File: src/rtl/core/iate_pkg.sv
// Package for the indexed array table engine: command and status codes, mean width and divider request type.
// No dependencies.
`default_nettype none
package iate_pkg;
  localparam logic [2:0] CMD_FILL    = 3'd0;
  localparam logic [2:0] CMD_INSERT  = 3'd1;
  localparam logic [2:0] CMD_DELETE  = 3'd2;
  localparam logic [2:0] CMD_SEARCH  = 3'd3;
  localparam logic [2:0] CMD_REVERSE = 3'd4;
  localparam logic [2:0] CMD_DUMPF   = 3'd5;
  localparam logic [2:0] CMD_DUMPB   = 3'd6;
  localparam logic [2:0] CMD_STATS   = 3'd7;

  localparam logic [2:0] ST_OK       = 3'd0;
  localparam logic [2:0] ST_BADIDX   = 3'd1;
  localparam logic [2:0] ST_FULL     = 3'd2;
  localparam logic [2:0] ST_EMPTY    = 3'd3;
  localparam logic [2:0] ST_NOTFOUND = 3'd4;

  localparam int MEAN_W = 40;

  typedef struct packed {
    logic               start;
    logic signed [47:0] dividend;
  } div_req_t;
endpackage
`default_nettype wire

File: src/rtl/core/indexed_array_table_engine.sv
// Indexed array table engine: ordered table of signed entries with commands.
// Depends on iate_pkg and iate_div.
// Usage:
//   Input item (in_cmd, in_position, in_value) is taken when in_valid is high
//   and in_stall low. Results leave on out_* under out_valid/out_stall; the
//   final result of a command carries out_last.
//   The table sits in a synchronous memory with one write and one read port
//   and registered reads. Each command walks the memory one access per cycle
//   while the output is not stalled: fill writes each entry; insert and
//   delete move each shifted entry by a read and a write, and insert then
//   writes the new value; search reads each entry examined; dump reads each
//   entry; reverse reads and writes both entries of each swapped pair; stats
//   reads each entry and then runs the divider for the mean.
//   One command is in work at a time; in_stall is high from acceptance until
//   its last result is taken. A result waits in the output register while
//   out_stall is high; the walk pauses until it is taken.
//   Reset clears the count and the control; memory contents are not cleared
//   and are only read after they are written.
`default_nettype none
module indexed_array_table_engine
  import iate_pkg::*;
#(
  parameter int DEPTH = 64
) (
  input  wire logic                     clk,
  input  wire logic                     rst_n,
  input  wire logic                     in_valid,
  output logic                          in_stall,
  input  wire logic [2:0]               in_cmd,
  input  wire logic [6:0]               in_position,
  input  wire logic signed [31:0]       in_value,
  output logic                          out_valid,
  input  wire logic                     out_stall,
  output logic [2:0]                    out_status,
  output logic [5:0]                    out_found_index,
  output logic signed [31:0]            out_entry,
  output logic signed [31:0]            out_minimum,
  output logic signed [31:0]            out_maximum,
  output logic [6:0]                    out_entry_count,
  output logic signed [MEAN_W-1:0]      out_mean,
  output logic                          out_last
);
  localparam int AW = (DEPTH > 1) ? $clog2(DEPTH) : 1;
  localparam int CW = $clog2(DEPTH + 1);

  localparam logic [2:0] S_IDLE = 3'd0;
  localparam logic [2:0] S_RD   = 3'd1;
  localparam logic [2:0] S_USE  = 3'd2;
  localparam logic [2:0] S_RD2  = 3'd3;
  localparam logic [2:0] S_USE2 = 3'd4;
  localparam logic [2:0] S_DIV  = 3'd5;
  localparam logic [2:0] S_OUT  = 3'd6;

  logic signed [31:0] mem [DEPTH];
  logic signed [31:0] rdata_r;
  logic               we;
  logic [AW-1:0]      waddr, raddr;
  logic signed [31:0] wdata;

  logic [2:0]         st_r, st_nxt;
  logic [2:0]         cmd_r, cmd_nxt;
  logic [CW-1:0]      pos_r, pos_nxt, cnt_r, cnt_nxt, i_r, i_nxt, j_r, j_nxt;
  logic signed [31:0] val_r, val_nxt, tmp_r, tmp_nxt, mn_r, mn_nxt, mx_r, mx_nxt;
  logic signed [47:0] sum_r, sum_nxt;

  logic               ov_r, ov_nxt, ol_r, ol_nxt;
  logic [2:0]         os_r, os_nxt;
  logic [5:0]         oi_r, oi_nxt;
  logic signed [31:0] oe_r, oe_nxt, omn_r, omn_nxt, omx_r, omx_nxt;
  logic signed [MEAN_W-1:0] om_r, om_nxt;
  logic [6:0]         oc_r, oc_nxt;

  div_req_t                 dreq;
  logic                     ddone;
  logic signed [MEAN_W-1:0] dq;

  iate_div #(.CW(CW)) u_div (
    .clk(clk), .rst_n(rst_n), .req(dreq), .divisor(cnt_r),
    .done(ddone), .quotient(dq)
  );

  always_ff @(posedge clk) begin
    if (we) mem[waddr] <= wdata;
    rdata_r <= mem[raddr];
  end

  always_comb begin
    st_nxt = st_r; cmd_nxt = cmd_r; pos_nxt = pos_r; cnt_nxt = cnt_r;
    i_nxt = i_r; j_nxt = j_r; val_nxt = val_r; tmp_nxt = tmp_r;
    mn_nxt = mn_r; mx_nxt = mx_r; sum_nxt = sum_r;
    ov_nxt = ov_r; ol_nxt = ol_r; os_nxt = os_r; oi_nxt = oi_r; oe_nxt = oe_r;
    omn_nxt = omn_r; omx_nxt = omx_r; om_nxt = om_r; oc_nxt = oc_r;
    we = 1'b0; waddr = '0; wdata = '0; raddr = '0;
    dreq.start = 1'b0; dreq.dividend = sum_r;
    if (ov_r && !out_stall) ov_nxt = 1'b0;
    case (st_r)
      S_IDLE: begin
        if (in_valid && !ov_r) begin
          cmd_nxt = in_cmd;
          pos_nxt = (in_position > 7'(DEPTH)) ? CW'(DEPTH) + CW'(1) : CW'(in_position);
          val_nxt = in_value;
          os_nxt = ST_OK; oi_nxt = '0; oe_nxt = '0; omn_nxt = '0; omx_nxt = '0;
          om_nxt = '0; ol_nxt = 1'b1;
          st_nxt = S_OUT;
          case (in_cmd)
            CMD_FILL: begin
              if (in_position == 7'd0 || in_position > 7'(DEPTH)) os_nxt = ST_BADIDX;
              else begin
                i_nxt = '0; st_nxt = S_RD;
              end
            end
            CMD_INSERT: begin
              if (in_position > 7'(cnt_r)) os_nxt = ST_BADIDX;
              else if (cnt_r == CW'(DEPTH)) os_nxt = ST_FULL;
              else begin
                i_nxt = cnt_r; st_nxt = S_RD;
              end
            end
            CMD_DELETE: begin
              if (cnt_r == '0) os_nxt = ST_EMPTY;
              else if (in_position >= 7'(cnt_r)) os_nxt = ST_BADIDX;
              else begin
                i_nxt = CW'(in_position); st_nxt = S_RD;
              end
            end
            CMD_SEARCH: begin
              if (cnt_r == '0) os_nxt = ST_NOTFOUND;
              else begin
                i_nxt = '0; st_nxt = S_RD;
              end
            end
            CMD_REVERSE: begin
              if (cnt_r > CW'(1)) begin
                i_nxt = '0; j_nxt = cnt_r - CW'(1); st_nxt = S_RD;
              end
            end
            CMD_DUMPF, CMD_DUMPB: begin
              if (cnt_r == '0) os_nxt = ST_EMPTY;
              else begin
                i_nxt = '0; st_nxt = S_RD;
              end
            end
            default: begin
              if (cnt_r == '0) os_nxt = ST_EMPTY;
              else begin
                i_nxt = '0; sum_nxt = '0; st_nxt = S_RD;
              end
            end
          endcase
        end
      end
      S_RD: begin
        case (cmd_r)
          CMD_FILL: begin
            we = 1'b1; waddr = i_r[AW-1:0]; wdata = 32'(i_r) + 32'sd1;
            i_nxt = i_r + CW'(1);
            if (i_nxt == pos_r) begin
              cnt_nxt = pos_r; oc_nxt = 7'(pos_r); st_nxt = S_OUT;
            end
          end
          CMD_INSERT: begin
            if (i_r == pos_r) begin
              we = 1'b1; waddr = i_r[AW-1:0]; wdata = val_r;
              cnt_nxt = cnt_r + CW'(1); oc_nxt = 7'(cnt_r + CW'(1)); st_nxt = S_OUT;
            end else begin
              raddr = AW'(i_r - CW'(1)); st_nxt = S_USE;
            end
          end
          CMD_DELETE: begin
            if (i_r + CW'(1) >= cnt_r) begin
              cnt_nxt = cnt_r - CW'(1); oc_nxt = 7'(cnt_r - CW'(1)); st_nxt = S_OUT;
            end else begin
              raddr = AW'(i_r + CW'(1)); st_nxt = S_USE;
            end
          end
          CMD_DUMPB: begin
            raddr = AW'(cnt_r - CW'(1) - i_r); st_nxt = S_USE;
          end
          CMD_REVERSE: begin
            raddr = i_r[AW-1:0]; st_nxt = S_USE;
          end
          default: begin
            raddr = i_r[AW-1:0]; st_nxt = S_USE;
          end
        endcase
      end
      S_USE: begin
        st_nxt = S_RD;
        case (cmd_r)
          CMD_INSERT: begin
            we = 1'b1; waddr = i_r[AW-1:0]; wdata = rdata_r; i_nxt = i_r - CW'(1);
          end
          CMD_DELETE: begin
            we = 1'b1; waddr = i_r[AW-1:0]; wdata = rdata_r; i_nxt = i_r + CW'(1);
          end
          CMD_SEARCH: begin
            i_nxt = i_r + CW'(1);
            if (rdata_r == val_r) begin
              oi_nxt = 6'(i_r); oc_nxt = 7'(cnt_r); st_nxt = S_OUT;
            end else if (i_nxt == cnt_r) begin
              os_nxt = ST_NOTFOUND; oc_nxt = 7'(cnt_r); st_nxt = S_OUT;
            end
          end
          CMD_REVERSE: begin
            tmp_nxt = rdata_r; raddr = j_r[AW-1:0]; st_nxt = S_RD2;
          end
          CMD_DUMPF, CMD_DUMPB: begin
            // keep the read address so the entry holds while the output waits
            raddr = (cmd_r == CMD_DUMPF) ? i_r[AW-1:0] : AW'(cnt_r - CW'(1) - i_r);
            if (!ov_r || !out_stall) begin
              ov_nxt = 1'b1; os_nxt = ST_OK;
              oi_nxt = (cmd_r == CMD_DUMPF) ? 6'(i_r) : 6'(cnt_r - CW'(1) - i_r);
              oe_nxt = rdata_r; oc_nxt = 7'(cnt_r);
              omn_nxt = '0; omx_nxt = '0; om_nxt = '0;
              ol_nxt = (i_r + CW'(1) == cnt_r);
              i_nxt = i_r + CW'(1);
              st_nxt = (i_r + CW'(1) == cnt_r) ? S_IDLE : S_RD;
            end else st_nxt = S_USE;
          end
          default: begin
            if (i_r == '0 || rdata_r < mn_r) mn_nxt = rdata_r;
            if (i_r == '0 || rdata_r > mx_r) mx_nxt = rdata_r;
            sum_nxt = sum_r + 48'(rdata_r);
            i_nxt = i_r + CW'(1);
            if (i_nxt == cnt_r) begin
              dreq.start = 1'b1;
              dreq.dividend = (sum_r + 48'(rdata_r)) <<< 8;
              st_nxt = S_DIV;
            end
          end
        endcase
      end
      S_RD2: begin
        // high entry is in rdata_r: store it at the low index
        we = 1'b1; waddr = i_r[AW-1:0]; wdata = rdata_r; st_nxt = S_USE2;
      end
      S_USE2: begin
        we = 1'b1; waddr = j_r[AW-1:0]; wdata = tmp_r;
        i_nxt = i_r + CW'(1); j_nxt = j_r - CW'(1);
        st_nxt = (i_r + CW'(1) >= j_r - CW'(1)) ? S_OUT : S_RD;
      end
      S_DIV: begin
        if (ddone) begin
          omn_nxt = mn_r; omx_nxt = mx_r; om_nxt = dq; oc_nxt = 7'(cnt_r);
          st_nxt = S_OUT;
        end
      end
      S_OUT: begin
        if (!ov_r) begin
          ov_nxt = 1'b1; ol_nxt = 1'b1; oc_nxt = 7'(cnt_r); st_nxt = S_IDLE;
        end
      end
      default: begin
        st_nxt = S_IDLE;
      end
    endcase
  end

  always_ff @(posedge clk) begin
    if (!rst_n) begin
      st_r <= S_IDLE; cnt_r <= '0; ov_r <= 1'b0;
    end else begin
      st_r <= st_nxt; cnt_r <= cnt_nxt; ov_r <= ov_nxt;
    end
    cmd_r <= cmd_nxt; pos_r <= pos_nxt; i_r <= i_nxt; j_r <= j_nxt;
    val_r <= val_nxt; tmp_r <= tmp_nxt; mn_r <= mn_nxt; mx_r <= mx_nxt;
    sum_r <= sum_nxt; ol_r <= ol_nxt; os_r <= os_nxt; oi_r <= oi_nxt;
    oe_r <= oe_nxt; omn_r <= omn_nxt; omx_r <= omx_nxt; om_r <= om_nxt;
    oc_r <= oc_nxt;
  end

  assign in_stall = (st_r != S_IDLE) || ov_r;
  assign out_valid = ov_r;
  assign out_status = os_r;
  assign out_found_index = oi_r;
  assign out_entry = oe_r;
  assign out_minimum = omn_r;
  assign out_maximum = omx_r;
  assign out_entry_count = oc_r;
  assign out_mean = om_r;
  assign out_last = ol_r;
endmodule
`default_nettype wire

File: src/rtl/core/iate_div.sv
// Restoring divider for the mean: signed dividend by unsigned count.
// Depends on iate_pkg. One quotient bit per cycle, truncates toward zero.
`default_nettype none
module iate_div
  import iate_pkg::*;
#(
  parameter int CW = 7
) (
  input  wire logic                clk,
  input  wire logic                rst_n,
  input  wire div_req_t            req,
  input  wire logic [CW-1:0]       divisor,
  output logic                     done,
  output logic signed [MEAN_W-1:0] quotient
);
  localparam int NW = 48;
  localparam int SW = $clog2(NW + 1);

  logic [NW-1:0] q_r, q_nxt;
  logic [CW-1:0] rem_r, rem_nxt;
  logic [SW-1:0] cnt_r, cnt_nxt;
  logic          busy_r, busy_nxt, neg_r, neg_nxt, done_r, done_nxt;
  logic [CW:0]   trial;
  logic [NW-1:0] qneg;

  always_comb begin
    q_nxt = q_r;
    rem_nxt = rem_r;
    cnt_nxt = cnt_r;
    busy_nxt = busy_r;
    neg_nxt = neg_r;
    done_nxt = 1'b0;
    trial = {rem_r, q_r[NW-1]};
    if (req.start) begin
      neg_nxt = req.dividend[NW-1];
      q_nxt = req.dividend[NW-1] ? NW'(-req.dividend) : NW'(req.dividend);
      rem_nxt = '0;
      cnt_nxt = SW'(NW);
      busy_nxt = 1'b1;
    end else if (busy_r) begin
      if (trial >= {1'b0, divisor}) begin
        rem_nxt = CW'(trial - {1'b0, divisor});
        q_nxt = {q_r[NW-2:0], 1'b1};
      end else begin
        rem_nxt = CW'(trial);
        q_nxt = {q_r[NW-2:0], 1'b0};
      end
      cnt_nxt = cnt_r - SW'(1);
      if (cnt_r == SW'(1)) begin
        busy_nxt = 1'b0;
        done_nxt = 1'b1;
      end
    end
  end

  always_ff @(posedge clk) begin
    if (!rst_n) begin
      busy_r <= 1'b0;
      done_r <= 1'b0;
      cnt_r <= '0;
    end else begin
      busy_r <= busy_nxt;
      done_r <= done_nxt;
      cnt_r <= cnt_nxt;
    end
    q_r <= q_nxt;
    rem_r <= rem_nxt;
    neg_r <= neg_nxt;
  end

  assign qneg = -q_r;
  assign done = done_r;
  assign quotient = neg_r ? MEAN_W'(qneg) : MEAN_W'(q_r);
endmodule
`default_nettype wire

File: config.mk
export PLATFORM = sky130hd
export DESIGN_NAME = indexed_array_table_engine
export DESIGN_NICKNAME = d
export VERILOG_FILES = /design/src/rtl/core/iate_pkg.sv /design/src/rtl/core/indexed_array_table_engine.sv /design/src/rtl/core/iate_div.sv
export SDC_FILE = /design/constraint.sdc
export NUM_CORES = 2
export LEC_CHECK = 0
export BUFFER_PORTS_ARGS = -buffer_cell sky130_fd_sc_hd__buf_2
export CAP_MARGIN = 25
export CORE_MARGIN = 2
export CORE_UTILIZATION = 43
export DETAILED_ROUTE_END_ITERATION = 8
export GPL_ROUTABILITY_DRIVEN = 0
export PLACE_DENSITY = 0.63
export REMOVE_ABC_BUFFERS = 1
export SYNTH_ARGS = -nofsm -noshare
export SYNTH_HDL_FRONTEND = slang
export SYNTH_SLANG_ARGS = --single-unit
File: constraint.sdc
create_clock -name clk -period 7 [get_ports clk]
set_input_delay 0.7 -clock clk [delete_from_list [all_inputs] [get_ports clk]]
set_output_delay 0.7 -clock clk [all_outputs]
set_load 0.02 [all_outputs]
==> out/metrics.csv <==
stage,metric,value,unit
status,status,finished clean,
synthesis,Post-synth ARST share,0,%
pwr,Max VDD drop,0.2824,mV
synthesis,Area contributors post-synth,"edfxtp_1 69%, nand2_1 7.9%, a311oi_1 3.6%, nand3_1 2.6%, ha_1 1.8%",
clock_network,CTS H-tree depth,5,
layout,"commonest non-fill, non-tap cell in the layout",edfxtp_1,
synthesis,top_reg_cell synth,edfxtp_1,
layout,Final Cell Area,122900,sq um
critical_path,Critical Path Sink Type,flip-flop,
grt,first-pass GRT wire length,472400,um
timing,slack of the critical path,401.7,ps
critical_path,Max stage delay on crit path,850,ps
pwr,Tot Pwr,49.25,mW
pwr,power density over the cells,400.8,nW/um^2
synthesis,leading area contributor after synthesis,edfxtp_1,
flow_run,Max Cap Viol,0,
route,DR vias/cell,5.940,
critical_path,CP arrival,7360,ps
placement,DP HPWL,197100,um
placement,Cells after DPL,11940,
timing,Final Hold Viols,0,
clock_network,Max Buffers Root-to-Sink,4,
floorplanning,Initial Util,43.16,%
hold_path,Worst Hold Depth,1,
layout,fin nets,9117,
synthesis,warning count from the yosys run,0,
timing,# setup viols final,0,
route,routed wl met3,31310,um
grt,vias in the first global route,70010,
floorplanning,die area,253100,sq um
timing,unrepaired setup endpoints after global routing,no,
critical_path,crit-path max FO,57,
synthesis,post-synth cell types,97,
synthesis,Synth Cell Area,107100,sq um
route,DR top layer,met4,
critical_path,critical path class,reg -> reg,
critical_path,critical path launch point type,flip-flop,
critical_path,critical-path cell list,nand3_1 > nor3_1 > xor2_1 > ha_1 > o21ai_0 > o211ai_1 > a21oi_2 > a21oi_1 > o21ai_0 > a22o_1 > a22o_4 > buf_12 > buf_4 > a311oi_1 > a311oi_1 > nor3_1 > a211oi_1 > a21oi_1,
synthesis,"FF+latch count, synth",2508,
critical_path,Reg2Reg Setup Slack,400,ps
grt,GRT Util Overall,25.06,%
placement,I/O Buffers,200,
grt,initial antenna violation count,9,
placement,area post-placement,114000,sq um
layout,"commonest cells after routing, fill and taps aside","2450 x edfxtp_1, 2257 x nand2_1, 562 x nand3_1",
pwr,LEAKAGE,43.85,nW
route,final wirelength,324100,um
layout,Layout area overhead,14.72,%
route,total number of vias,73890,
route,Met1 Routed Length,131200,um
layout,fin util,49.51,%
timing,final slew viol count,0,
floorplanning,I/O pins,201,
critical_path,Critical Path Stages,18,
floorplanning,Chip Height,503.1,um
placement,pre-CTS setup slack,501.3,ps
layout,sequential cell area,74730,sq um
route,drt wl/cell,26.05,um
timing,post-route minimum period,6598,ps
layout,Finished Layout Cells,12440,
synthesis,Post-synth EDFFs,2450,
grt,gr ovfl total,0,
critical_path,CP max-delay cell,a211oi_1,
floorplanning,Core ar.,248200,sq um
clock_network,clk_lat worst skew,950,ps
layout,multi-input logic area,30330,sq um
clock_network,Root Buffer,clkbuf_16,
layout,layout cell share with drive strength beyond 1,11.80,%
timing,Setup Skew,97.86,ps
route,DRT antenna net count,0,
timing,slew margin rel.,21.04,%
critical_path,Register-to-Register Path Depth,18,
critical_path,largest delay contributor family on the critical path,compound AO/OA/AOI/OAI gates,
clock_network,CTS buffer count,276,
hold_path,Hold Path Class,in -> reg,
route,Pre-Repair DR Iteration Count,7,
clock_network,clk sinks,2508,
synthesis,Post-Synthesis Cells,8636,
floorplanning,Die W,503.1,um
clock_network,"Reg clk slew, reported paths",60,ps
synthesis,post-synthesis sequential area ratio,69.77,%
synthesis,Syn Area/Cell,12.40,sq um
route,DRT iter0 DRCs,9689,
timing,Tcrit/Tclk final,94.26,%
timing,Worst-Margin Slew,1184,ps
grt,largest net degree at the start of global routing,155,
floorplanning,# rows,183,
layout,# fillers,21370,
timing,Max Clock Freq,0.1516,GHz
route,DR WL met2,148900,um
synthesis,Synth top area share,68.68,%
critical_path,Critical path buffers and inverters,2,
critical_path,CP Data Required Time,7760,ps
clock_network,TritonCTS clock tree,done,
route,DRC violations left,0,
==> sequential cells by signal, indices dropped and copies added, names as in the netlist, 40 cells and up <==
register,count
u_div.q_r,48
sum_r,48
out_mean,40
mem,2048
==> stage by stage <==
stage / setup TNS, ps / hold slack [ps]
2_1_floorplan: -1059840 / 450.8
3_3_place_gp: 0 / 458.5
6_report: 0 / 27.28
4_1_cts: 0 / 4.703
5_1_grt: 0 / 7.510
3_5_place_dp: 0 / 477.8
==> kinds of logic (layout without fill, tap and decap cells) <==
logic type / Yosys count / in the layout / share of synthesized area (%)
compound gates: 1295 / 1295 / 8.676
simple gates: 3768 / 3768 / 15.37
xor+xnor: 196 / 196 / 1.603
other cells: 0 / 1 / 0
fa+ha+maj: 156 / 156 / 1.843
mux: 17 / 17 / 0.1612
flops: 2508 / 2508 / 69.77
buf+inv: 696 / 1168 / 2.581
==> worst register-to-register path: stages, from the launching register on <==
cell and delay [ps]:
edfxtp_1 700, nand3_1 290, nor3_1 260, xor2_1 580, ha_1 380, o21ai_0 220
o211ai_1 130, a21oi_2 450, a21oi_1 90, o21ai_0 200, a22o_1 190, a22o_4 520
buf_12 370, buf_4 370, a311oi_1 70, a311oi_1 590, nor3_1 160, a211oi_1 850
a21oi_1 90
==> synth_stat cells (37+ instances only) <==
cell,count
inv_1,129
dfxtp_1,58
nand4_1,44
edfxtp_1,2450
and2_1,60
o21ai_0,201
a211oi_1,44
nand2_1,2258
nor3_1,84
a311oi_1,443
buf_2,116
nor2b_1,37
xnor2_1,97
nand3_1,563
ha_1,153
a31oi_1,85
a21oi_1,251
nor2_1,330
and3_1,271
xor2_1,99
clkbuf_1,429
==> metal layers <==
metal | track usage (%) | vias to the layer above
met5 | 0 | -
met4 | 9.339 | 0
met2 | 39.29 | 4014
li1 | - | 32570
met1 | 35.20 | 36650
met3 | 4.090 | 667
==> worst paths after layout <==
path	end	from
setup / recovery	rdata_r[27]	i_r[0]
hold / removal	val_r[2]	in_value[2]
setup reg to reg	rdata_r[27]	i_r[0]
hold reg to reg	u_div.rem_r[6]	u_div.rem_r[6]
==> where the power goes <==
group	internal [mW]	switching [mW]	total [mW]
combinational	4.62	11.2	15.8
sequential	18.7	0.766	19.5
clock	8.21	5.77	14.0
total	31.5	17.7	49.3
==> final cells by class <==
type,count,area share [%]
well taps,3330,3.390
inverters,132,0.4032
multi-input cells,5432,24.68
diodes,1,0.002036
repair buffers,565,3.773
flip-flops and latches,2508,60.81
clock buffers,350,6.041
clock inverters,121,0.8950
==> repair_timing <==
| action | 4_1_cts | 5_1_grt |
|---|---|---|
| hold buffers | 20 | 0 |
| hold endpoints to repair | 20 | 0 |
| buffers inserted | 0 | 0 |
| resized for setup | 0 | 0 |
Note: power is estimated with default switching activity, not from simulation.
